File: config.mk
export PLATFORM = sky130hd
export DESIGN_NAME = flood_duplicate_filter_core
export DESIGN_NICKNAME = d
export VERILOG_FILES = /design/src/hdl/fdf_pkg.sv /design/src/hdl/fdf_table.sv /design/src/hdl/fdf_match.sv /design/src/hdl/flood_duplicate_filter_core.sv
export VERILOG_INCLUDE_DIRS = /design/src /design/src/hdl
export SDC_FILE = /design/constraint.sdc
export NUM_CORES = 2
export LEC_CHECK = 0
export ABC_CLOCK_PERIOD_IN_PS = 4400
export BUFFER_PORTS_ARGS = -buffer_cell sky130_fd_sc_hd__buf_2
export CAP_MARGIN = 20
export CORE_UTILIZATION = 55
export CTS_BUF_LIST = sky130_fd_sc_hd__clkbuf_4
export DETAILED_ROUTE_END_ITERATION = 6
export MAX_ROUTING_LAYER = met4
export PLACE_DENSITY = 0.78
export SKIP_LAST_GASP = 1
export SLEW_MARGIN = 15
export SYNTH_ARGS = -nofsm -noshare
export SYNTH_HDL_FRONTEND = slang
export SYNTH_SLANG_ARGS = --single-unit
File: constraint.sdc
create_clock -name clk -period 4.4 [get_ports clk]
set_input_delay 0.22 -clock clk [delete_from_list [all_inputs] [get_ports clk]]
set_output_delay 0.22 -clock clk [all_outputs]
set_load 0.1 [all_outputs]
File: src/hdl/assert_macros.svh
// ----------------------------------------------------------------------------
// assert_macros.svh
// Concurrent assertion helpers, clocked on clk; FDF_ASSERT takes rst as the disable.
// ----------------------------------------------------------------------------
`ifndef ASSERT_MACROS_SVH
`define ASSERT_MACROS_SVH

// Checked only while out of reset.
`define FDF_ASSERT(lbl, prop, msg) \
  lbl: assert property (@(posedge clk) disable iff (rst) (prop)) else $error(msg);

// Checked at every edge, including during reset.
`define FDF_ASSERT_ALWAYS(lbl, prop, msg) \
  lbl: assert property (@(posedge clk) (prop)) else $error(msg);

`endif

File: src/hdl/fdf_pkg.sv
// ----------------------------------------------------------------------------
// fdf_pkg
// Shared widths and control types of the flooding duplicate filter.
// ----------------------------------------------------------------------------
package fdf_pkg;

  // Origin address field as carried on the packet channel.
  localparam int ORIGIN_W = 16;
  // Width of the reported entry count.
  localparam int HELD_W = 7;

  // Per-cycle strobes from the sequencer to the address table.
  typedef struct packed {
    logic rd;
    logic wr;
  } tbl_ctl_t;

endpackage

File: src/hdl/fdf_table.sv
// ----------------------------------------------------------------------------
// fdf_table
// Origin address store: one write port, one registered read port.
// ----------------------------------------------------------------------------
module fdf_table import fdf_pkg::*; #(
  parameter int DEPTH = 128,
  parameter int WIDTH = 16,
  parameter int AW    = 7
) (
  input  logic             clk,
  input  tbl_ctl_t         ctl,
  input  logic [AW-1:0]    rd_addr,
  output logic [WIDTH-1:0] rd_data,
  input  logic [AW-1:0]    wr_addr,
  input  logic [WIDTH-1:0] wr_data
);

  logic [WIDTH-1:0] mem [DEPTH];

  always_ff @(posedge clk) begin
    if (ctl.wr) begin
      mem[wr_addr] <= wr_data;
    end
    if (ctl.rd) begin
      rd_data <= mem[rd_addr];
    end
  end

endmodule

File: src/hdl/fdf_match.sv
// ----------------------------------------------------------------------------
// fdf_match
// Shared compare unit: tracks the read in flight and checks the returned
// entry against the search key.
// ----------------------------------------------------------------------------
module fdf_match #(
  parameter int WIDTH = 16
) (
  input  logic             clk,
  input  logic             rst,
  input  logic             issue,
  input  logic [WIDTH-1:0] key,
  input  logic [WIDTH-1:0] data,
  output logic             pend,
  output logic             hit
);

  // data is valid the cycle after a read is issued
  always_ff @(posedge clk) begin
    if (rst) begin
      pend <= 1'b0;
    end else begin
      pend <= issue;
    end
  end

  assign hit = pend && (data == key);

endmodule

File: src/hdl/flood_duplicate_filter_core.sv
// ----------------------------------------------------------------------------
// flood_duplicate_filter_core
// Duplicate suppression for flooded packets: forwards a right-length packet whose origin
// is not yet held and appends that origin; a period tick empties the table.
// ----------------------------------------------------------------------------
// One transaction at a time. A period tick, a wrong-length packet or a packet
// arriving at an empty table gives its result the cycle after acceptance. A
// checked packet scans the held entries through the single table read port,
// one entry per cycle, and a match ends the scan early. A new packet is
// accepted once the previous result has been taken. The table needs no
// clearing after reset.
// ----------------------------------------------------------------------------
`include "assert_macros.svh"

module flood_duplicate_filter_core import fdf_pkg::*; #(
  parameter int TABLE_DEPTH = 128,
  parameter int ADDR_WIDTH  = 16
) (
  input  logic                clk,
  input  logic                rst,
  input  logic                pkt_valid,
  output logic                pkt_stall,
  input  logic                cmd,
  input  logic [ORIGIN_W-1:0] origin_addr,
  input  logic                length_ok,
  output logic                res_valid,
  input  logic                res_stall,
  output logic                forward,
  output logic [HELD_W-1:0]   entries_held
);

  localparam int CNT_W = $clog2(TABLE_DEPTH);
  localparam logic [CNT_W-1:0] LAST = CNT_W'(TABLE_DEPTH - 1);

  typedef enum logic [1:0] {S_IDLE, S_SCAN, S_DONE} state_t;

  state_t                state;
  logic [ADDR_WIDTH-1:0] key;
  logic [CNT_W-1:0]      count;
  logic [CNT_W-1:0]      idx;

  logic                  accept;
  logic                  rd_issue;
  logic                  pend;
  logic                  hit;
  logic                  miss_done;
  logic [CNT_W-1:0]      app_addr;
  logic [CNT_W-1:0]      app_count;
  logic [ADDR_WIDTH-1:0] origin_ext;
  logic [ADDR_WIDTH-1:0] rd_data;
  logic [ADDR_WIDTH-1:0] wr_data;
  tbl_ctl_t              ctl;

  function automatic logic [HELD_W-1:0] held7(input logic [CNT_W-1:0] c);
    logic [CNT_W+HELD_W-1:0] w;
    w = {HELD_W'(0), c};
    return w[HELD_W-1:0];
  endfunction

  assign pkt_stall  = (state != S_IDLE);
  assign accept     = pkt_valid && !pkt_stall;
  assign origin_ext = ADDR_WIDTH'(origin_addr);

  assign rd_issue  = (state == S_SCAN) && (idx != count);
  assign miss_done = (state == S_SCAN) && pend && !hit && (idx == count);

  // table holding TABLE_DEPTH-1 entries restarts at entry 0
  assign app_addr  = (count >= LAST) ? '0 : count;
  assign app_count = app_addr + CNT_W'(1);

  assign ctl = '{rd: rd_issue,
                 wr: (accept && !cmd && length_ok && (count == '0)) || miss_done};
  assign wr_data = (state == S_IDLE) ? origin_ext : key;

  fdf_table #(
    .DEPTH (TABLE_DEPTH),
    .WIDTH (ADDR_WIDTH),
    .AW    (CNT_W)
  ) u_table (
    .clk     (clk),
    .ctl     (ctl),
    .rd_addr (idx),
    .rd_data (rd_data),
    .wr_addr (app_addr),
    .wr_data (wr_data)
  );

  fdf_match #(
    .WIDTH (ADDR_WIDTH)
  ) u_match (
    .clk   (clk),
    .rst   (rst),
    .issue (rd_issue),
    .key   (key),
    .data  (rd_data),
    .pend  (pend),
    .hit   (hit)
  );

  always_ff @(posedge clk) begin
    if (rst) begin
      state     <= S_IDLE;
      count     <= '0;
      idx       <= '0;
      res_valid <= 1'b0;
    end else begin
      case (state)
        S_IDLE: begin
          if (accept) begin
            key <= origin_ext;
            idx <= '0;
            if (cmd) begin
              count        <= '0;
              forward      <= 1'b0;
              entries_held <= '0;
              res_valid    <= 1'b1;
              state        <= S_DONE;
            end else if (!length_ok) begin
              forward      <= 1'b0;
              entries_held <= held7(count);
              res_valid    <= 1'b1;
              state        <= S_DONE;
            end else if (count == '0) begin
              count        <= app_count;
              forward      <= 1'b1;
              entries_held <= held7(app_count);
              res_valid    <= 1'b1;
              state        <= S_DONE;
            end else begin
              state <= S_SCAN;
            end
          end
        end
        S_SCAN: begin
          if (rd_issue) begin
            idx <= idx + CNT_W'(1);
          end
          if (hit) begin
            forward      <= 1'b0;
            entries_held <= held7(count);
            res_valid    <= 1'b1;
            state        <= S_DONE;
          end else if (miss_done) begin
            count        <= app_count;
            forward      <= 1'b1;
            entries_held <= held7(app_count);
            res_valid    <= 1'b1;
            state        <= S_DONE;
          end
        end
        S_DONE: begin
          if (!res_stall) begin
            res_valid <= 1'b0;
            state     <= S_IDLE;
          end
        end
        default: begin
          state     <= S_IDLE;
          res_valid <= 1'b0;
        end
      endcase
    end
  end

  `FDF_ASSERT(a_count_range, count <= LAST, "entry count beyond table depth")
  `FDF_ASSERT(a_tick_clears, accept && cmd |=> count == '0, "period tick left entries")
  `FDF_ASSERT(a_scan_idx, (state == S_SCAN) |-> idx <= count, "scan ran past held entries")
  `FDF_ASSERT(a_fwd_appended, $rose(res_valid) && forward |-> count != '0,
              "forwarded transaction without an appended entry")
  `FDF_ASSERT(a_port_clash, !(ctl.rd && ctl.wr), "table read and write together")

endmodule

# ---- Yosys cells after proc, flatten, opt, wreduce, memory -nomap -nowiden
# Memory sizes are Yosys's and may differ from the RTL's. A register that Yosys moved wholly into a read port is not among the register bits.
# Cells that the tools add are included.
# Widths: inputs -> output; s select.
dict set report totals {
  ff_bits 42
  ramBits 2048
  input_bits 22
  out_inout_bits 10
  word_cells 90
  mem_count 1
}
dict set report classes {
  n_addsub 2
  order_cmp 1
  n_eq_ne 14
  n_mux 40
  bitwise 1
  n_reduce_logical 23
}
# memory words width rd rd_clocked_by_memory_dff write_ports line_no
set mem_list {}
lappend mem_list {u_table.mem 128 16 1 1 1 fdf_table.sv:18} ;# logic [WIDTH-1:0] mem [DEPTH];
# op n
set ops {}
lappend ops {{$mux 7} 13}
lappend ops {{$pmux 7 s2} 3}
lappend ops {{$eq 16x16->1} 1}
lappend ops {{$mux 16} 1}
lappend ops {{$add 7x1->7 const B} 2}
lappend ops {{$mux 2} 7}
lappend ops {{$mux 1} 13}
lappend ops {{$logic_and 1x1->1} 9}
lappend ops {{$ne 3x3->1 const B} 3}
lappend ops {{$reduce_and 3->1} 3}
lappend ops {{$ne 2x2->1 const B} 4}
lappend ops {{$eq 7x7->1} 1}
lappend ops {{$ge 7x7->1 const B} 1}
lappend ops {{$logic_not 7->1} 1}
lappend ops {{$ne 7x7->1} 1}
lappend ops {{$pmux 2 s3} 1}
lappend ops {{$reduce_and 6->1} 1}
lappend ops {{$reduce_and 5->1} 1}
lappend ops {{$ne 4x4->1 const B} 1}
lappend ops {{$reduce_and 4->1} 1}
lappend ops {{$reduce_bool 2->1} 2}
lappend ops {{$logic_not 1->1} 3}
lappend ops {{$pmux 1 s3} 1}
lappend ops {{$eq 2x1->1 const B} 1}
lappend ops {{other kinds (6)} 6}

# ---- Logic depth before layout (Yosys ltp)
dict set report depth {
  depth_word 9
  ltp_mapped 13
  mapped_depth_nobuf 11
}

# ---- Modules after synthesis
# Synthesis repeated with hierarchy kept, for this count alone.
dict set report unflattened {
  cells_unflattened 3329
  area_unflattened_um2 81065.2
}
# module n_inst cells_per_inst area_per_inst_um2 seq_area_each_um2
set by_module_without_submodules {}
lappend by_module_without_submodules {fdf_table 1 3086 78683.0 61979.4}
lappend by_module_without_submodules {flood_duplicate_filter_core 1 219 2174.6 1061.0}
lappend by_module_without_submodules {fdf_match 1 24 207.7 20.0}

# ---- Worst setup path before layout
# OpenSTA, ideal clock, no wires.
dict set report synth_path {
  path_kind {register to register}
  from {register idx[0]}
  to {memory u_table.mem[88][0] (enable)}
  arrival_ps 3525
  t_required_ps 3964
  path_slack_ps 438
  path_stages_with_launch 8
  n_path_buf 1
  synth_period_minus_slack_ps 3962
  cell_sequence {dfxtp_1 -> buf_4 -> xor2_1 -> nor4b_1 -> nand2_1 -> a211oi_2 -> nor2_1 -> nor4b_1}
}
dict set report synth_via {
  elab_chain_len 5
}
# item line_no
set synth_rtl {}
lappend synth_rtl {{from (decl)} flood_duplicate_filter_core.sv:40} ;# logic [CNT_W-1:0] idx;
lappend synth_rtl {{from (signal assigned)} flood_duplicate_filter_core.sv:136} ;# idx <= idx + CNT_W'(1);
lappend synth_rtl {{$eq 7x7->1} flood_duplicate_filter_core.sv:65} ;# assign miss_done = (state == S_SCAN) && pend && !hit && (idx == count);
lappend synth_rtl {{$logic_and 1x1->1} flood_duplicate_filter_core.sv:65}
lappend synth_rtl {{$logic_or 1x1->1} flood_duplicate_filter_core.sv:72} ;# wr: (accept && !cmd && length_ok && (count == '0)) || miss_done};
lappend synth_rtl {{$mux 1} fdf_table.sv:21} ;# if (ctl.wr) begin
lappend synth_rtl {{$mux 1 (implied by the code)} fdf_table.sv:22} ;# mem[wr_addr] <= wr_data;
lappend synth_rtl {{to (decl)} fdf_table.sv:18}
# Every way passes these cells.

# ---- Worst setup path in the final report
dict set report layout_path {
  from {register count[1]}
  to {register count[1]}
}
dict set report layout_via {
  elab_chain_len 8
  word_cells_on_any_way 16
}
# item line_no
set layout_rtl {}
lappend layout_rtl {{from (decl)} flood_duplicate_filter_core.sv:39} ;# logic [CNT_W-1:0] count;
lappend layout_rtl {{from (signal assigned)} flood_duplicate_filter_core.sv:124} ;# count <= app_count;
lappend layout_rtl {{from (signal assigned)} flood_duplicate_filter_core.sv:144} ;# count <= app_count;
lappend layout_rtl {{$ge 7x7->1} flood_duplicate_filter_core.sv:68} ;# assign app_addr = (count >= LAST) ? '0 : count;
lappend layout_rtl {{$mux 7} flood_duplicate_filter_core.sv:68}
lappend layout_rtl {{$add 7x1->7} flood_duplicate_filter_core.sv:69} ;# assign app_count = app_addr + CNT_W'(1);
lappend layout_rtl {{$mux 7} flood_duplicate_filter_core.sv:123} ;# end else if (count == '0) begin
lappend layout_rtl {{$mux 7} flood_duplicate_filter_core.sv:118} ;# end else if (!length_ok) begin
lappend layout_rtl {{$mux 7} flood_duplicate_filter_core.sv:112} ;# if (cmd) begin
lappend layout_rtl {{$mux 7} flood_duplicate_filter_core.sv:109} ;# if (accept) begin
lappend layout_rtl {{$pmux 7 s2} flood_duplicate_filter_core.sv:107} ;# case (state)
# Several ways; a longest one is shown, not always the timed one. The select of a mux whose other input is x is not followed.
# A chain may end at the register's enable or synchronous reset.

==> flow_summary.ini <==
[outcome]
outcome = finished with violations
violations = design-rule violations

[global_route]
grt_pass1_wl_um = 306000
grt-ovfl-total = 0
first_global_vias = 43849
grt.total_usage = 0.297
grt_max_degree = 129
antenna_found_initial = 9

[placed_design]
preCtsSetupSlack_ps = 426
port_buffers = 31
dpl.hpwl_um = 129000
place.gp.congestion = 1.03

[timing]
drv_slew = 0
post-route-period-util = 0.956
worst_pin_slew_ps = 1310
fin_skew_ps = 179
finalSetupTns_ps = 0
fmax_mhz = 238
slew_headroom = 0.125
hold_violations = 0
rsz0062_at_grt = false
hold_slack_ps = 117
setup_viol_count_final = 0
setup_slack_ps = 195
period_needed_ps = 4210

[setup_path]
worst-setup-path-type = reg2reg
timing.critical_path.mode_cell = dlygate4sd3_1
endpoint_kind = flip-flop
cp-start-kind = flip-flop
critical_path.slowest_cell = dlygate4sd3_1
slowest_delay_ps = 580
crit_chain = nor3_1 -> nand3_1 -> o21ai_0 -> dlygate4sd3_1 -> mux2i_1 -> or4_1 -> dlygate4sd3_1 -> a21oi_1 -> dlygate4sd3_1
path_max_fanout = 10
cp.arrival_ps = 5600
required_ps = 5790

[cells_and_area]
n_fill_cell = 9559
area_delta_synth_final_pct = 13.6
drive_above_1_share = 0.337
seq_area_um2 = 63100
multiInputGateArea_um2 = 17900
nNetsFinal = 4515

[die]
fp.dieH_um = 388
num_rows = 141
die_w_um = 388
start_util = 0.554
pin_count = 32
die_area_um2 = 150000
coreArea_um2 = 148000

[synthesis]
synth_edf_count = 2088
ys_seq_area_frac = 0.770
ys_warn_count = 0
yosysUniqueCellTypes = 70
synthCells = 3817
ys_ff_latch = 2106
synthArstFlopShare = 0
ys.flop_type = edfxtp_1
netlist_area_um2 = 81900
avgSynthCellArea_um2 = 21.4

[clock_tree]
clk_pin_slew_ps = 80
cts_tree = yes
clock_latency_ps = 1470
numCtsBuffers = 497
htree_levels = 5
cts_buffer_depth = 4
clock-sinks = 2106
cts-root-buf = clkbuf_4
post-cts-setup-buffer-count = 0

[pwr]
p_per_area_nw_per_um2 = 431
static-leakage-power_nw = 29.3
power_w = 0.0401
irDropWorstVdd_uv = 329

[min_path]
min_path_type = in2reg

[route]
dr.pass1.iters = 7
drc = 1
wl_per_cell_um = 31.5
vias = 44432
finalWirelength_um = 215000
ant_nets = 0
viasPerCell = 6.51
first_iter_violations = 7348

[flow_run]
cap_viol_max_count = 0
## flip-flops by register name, indices dropped and copies added (netlist names)
name and flops:
count 7, key 16, forward 1, idx 7, state 2, entries_held 7
u_table.rd_data 16, u_match.pend 1, u_table.mem 2048, res_valid 1
## worst max-delay path: cells and delay by family, from the launching register on
kind / cells / cell delay, ps
buffers and inverters: 3 / 1720
and+or+nand+nor: 3 / 1370
DFF: 1 / 430
AOI/OAI and AO/OA: 2 / 390
muxes: 1 / 220
## metal layers
layer | wire length (µm) | track usage | share of wire
met2 | 98300 | 0.429 | 0.46
met3 | 30400 | 0.100 | 0.14
met1 | 75700 | 0.384 | 0.35
met5 | 0 | - | 0
met4 | 10700 | 0.133 | 0.050
## synth_stat cells, types with 13 or more instances
cell / count / area share
a211oi_1: 51 / 0.0047
a21oi_1: 68 / 0.0042
a221oi_1: 13 / 0.0014
a22oi_1: 63 / 0.0058
a31oi_1: 20 / 0.0015
and2_1: 14 / 0.0011
buf_1: 19 / 0.00087
buf_2: 92 / 0.0056
buf_4: 37 / 0.0034
clkbuf_1: 63 / 0.0029
dfxtp_1: 18 / 0.0044
edfxtp_1: 2088 / 0.77
mux2_2: 66 / 0.0091
mux2i_1: 159 / 0.019
mux4_2: 479 / 0.13
nand2_1: 72 / 0.0033
nand3_1: 26 / 0.0016
nor2_1: 164 / 0.0075
nor2b_1: 30 / 0.0023
nor3_1: 23 / 0.0014
o21ai_0: 52 / 0.0032
xnor2_1: 14 / 0.0015
xor2_1: 14 / 0.0015
## stage by stage
step,std cells,util,cell area [µm²]
after floorplan,3832,-,81900
after global placement,5868,0.584,86200
after detailed placement,5868,0.584,86200
after CTS,6810,0.629,92900
after global routing,6822,0.630,93000
final,6827,0.630,93000
## logic make-up after synthesis
family,synth area share
buf+inv,0.0134
flops,0.770
compound gates,0.0311
xor+xnor,0.00300
fa+ha+maj,0.000306
mux,0.160
simple gates,0.0217
other cells,0.0000458
## layout make-up
cell class	instances	area share
sequential	2106	0.678
multi-input combinational	1502	0.193
clock buffer	715	0.0577
timing repair buffer	371	0.0358
tap	1930	0.0260
clock inverter	175	0.00854
inverter	13	0.000552
antenna	15	0.000404
## repair_timing
action / in CTS / in global routing
setup endpoints to repair: 0 / 0
endpoints found under the hold margin: 1455 / 0
gates resized for setup: 0 / 0
hold buffers: 52 / 0
## where the power goes
part / internal (W) / total [W] / switching [W]
sequential: 0.0229 / 0.0229 / 0.0000490
clock: 0.00769 / 0.0152 / 0.00751
combinational: 0.000396 / 0.00198 / 0.00158
total: 0.0310 / 0.0401 / 0.00914
## path summary, 6_finish.rpt
kind | start | end | slack [ps] | depth (start not counted)
setup / recovery | count[1]$_SDFFE_PP0P_ | count[1]$_SDFFE_PP0P_ | 190 | 9
hold / removal | origin_addr[5] | key[5]$_DFFE_PP_ | 120 | 3
setup reg to reg | count[1]$_SDFFE_PP0P_ | count[1]$_SDFFE_PP0P_ | 190 | 9
hold reg to reg | idx[4]$_SDFFE_PP0P_ | idx[5]$_SDFFE_PP0P_ | 660 | 3
## layout by cell type (no fill, tap or decap), drive strengths merged, types with 13 or more instances in the layout
cell,synthesis,routed
inv,13,20
edfxtp,2088,2088
and2,15,15
nand3,27,27
nor2b,30,30
a21oi,68,68
nor2,164,164
clkbuf,63,715
a211oi,52,52
mux2,66,66
nand2,72,72
conb,1,16
a221oi,13,13
xnor2,14,14
nor3,23,23
xor2,14,14
diode,0,15
mux4,479,479
dfxtp,18,18
buf,148,319
o21ai,52,52
a31oi,20,20
a22oi,63,63
clkinv,0,164
mux2i,159,159
dlygate4sd3,0,52
No activity file was read; power rests on OpenSTA's default activity.
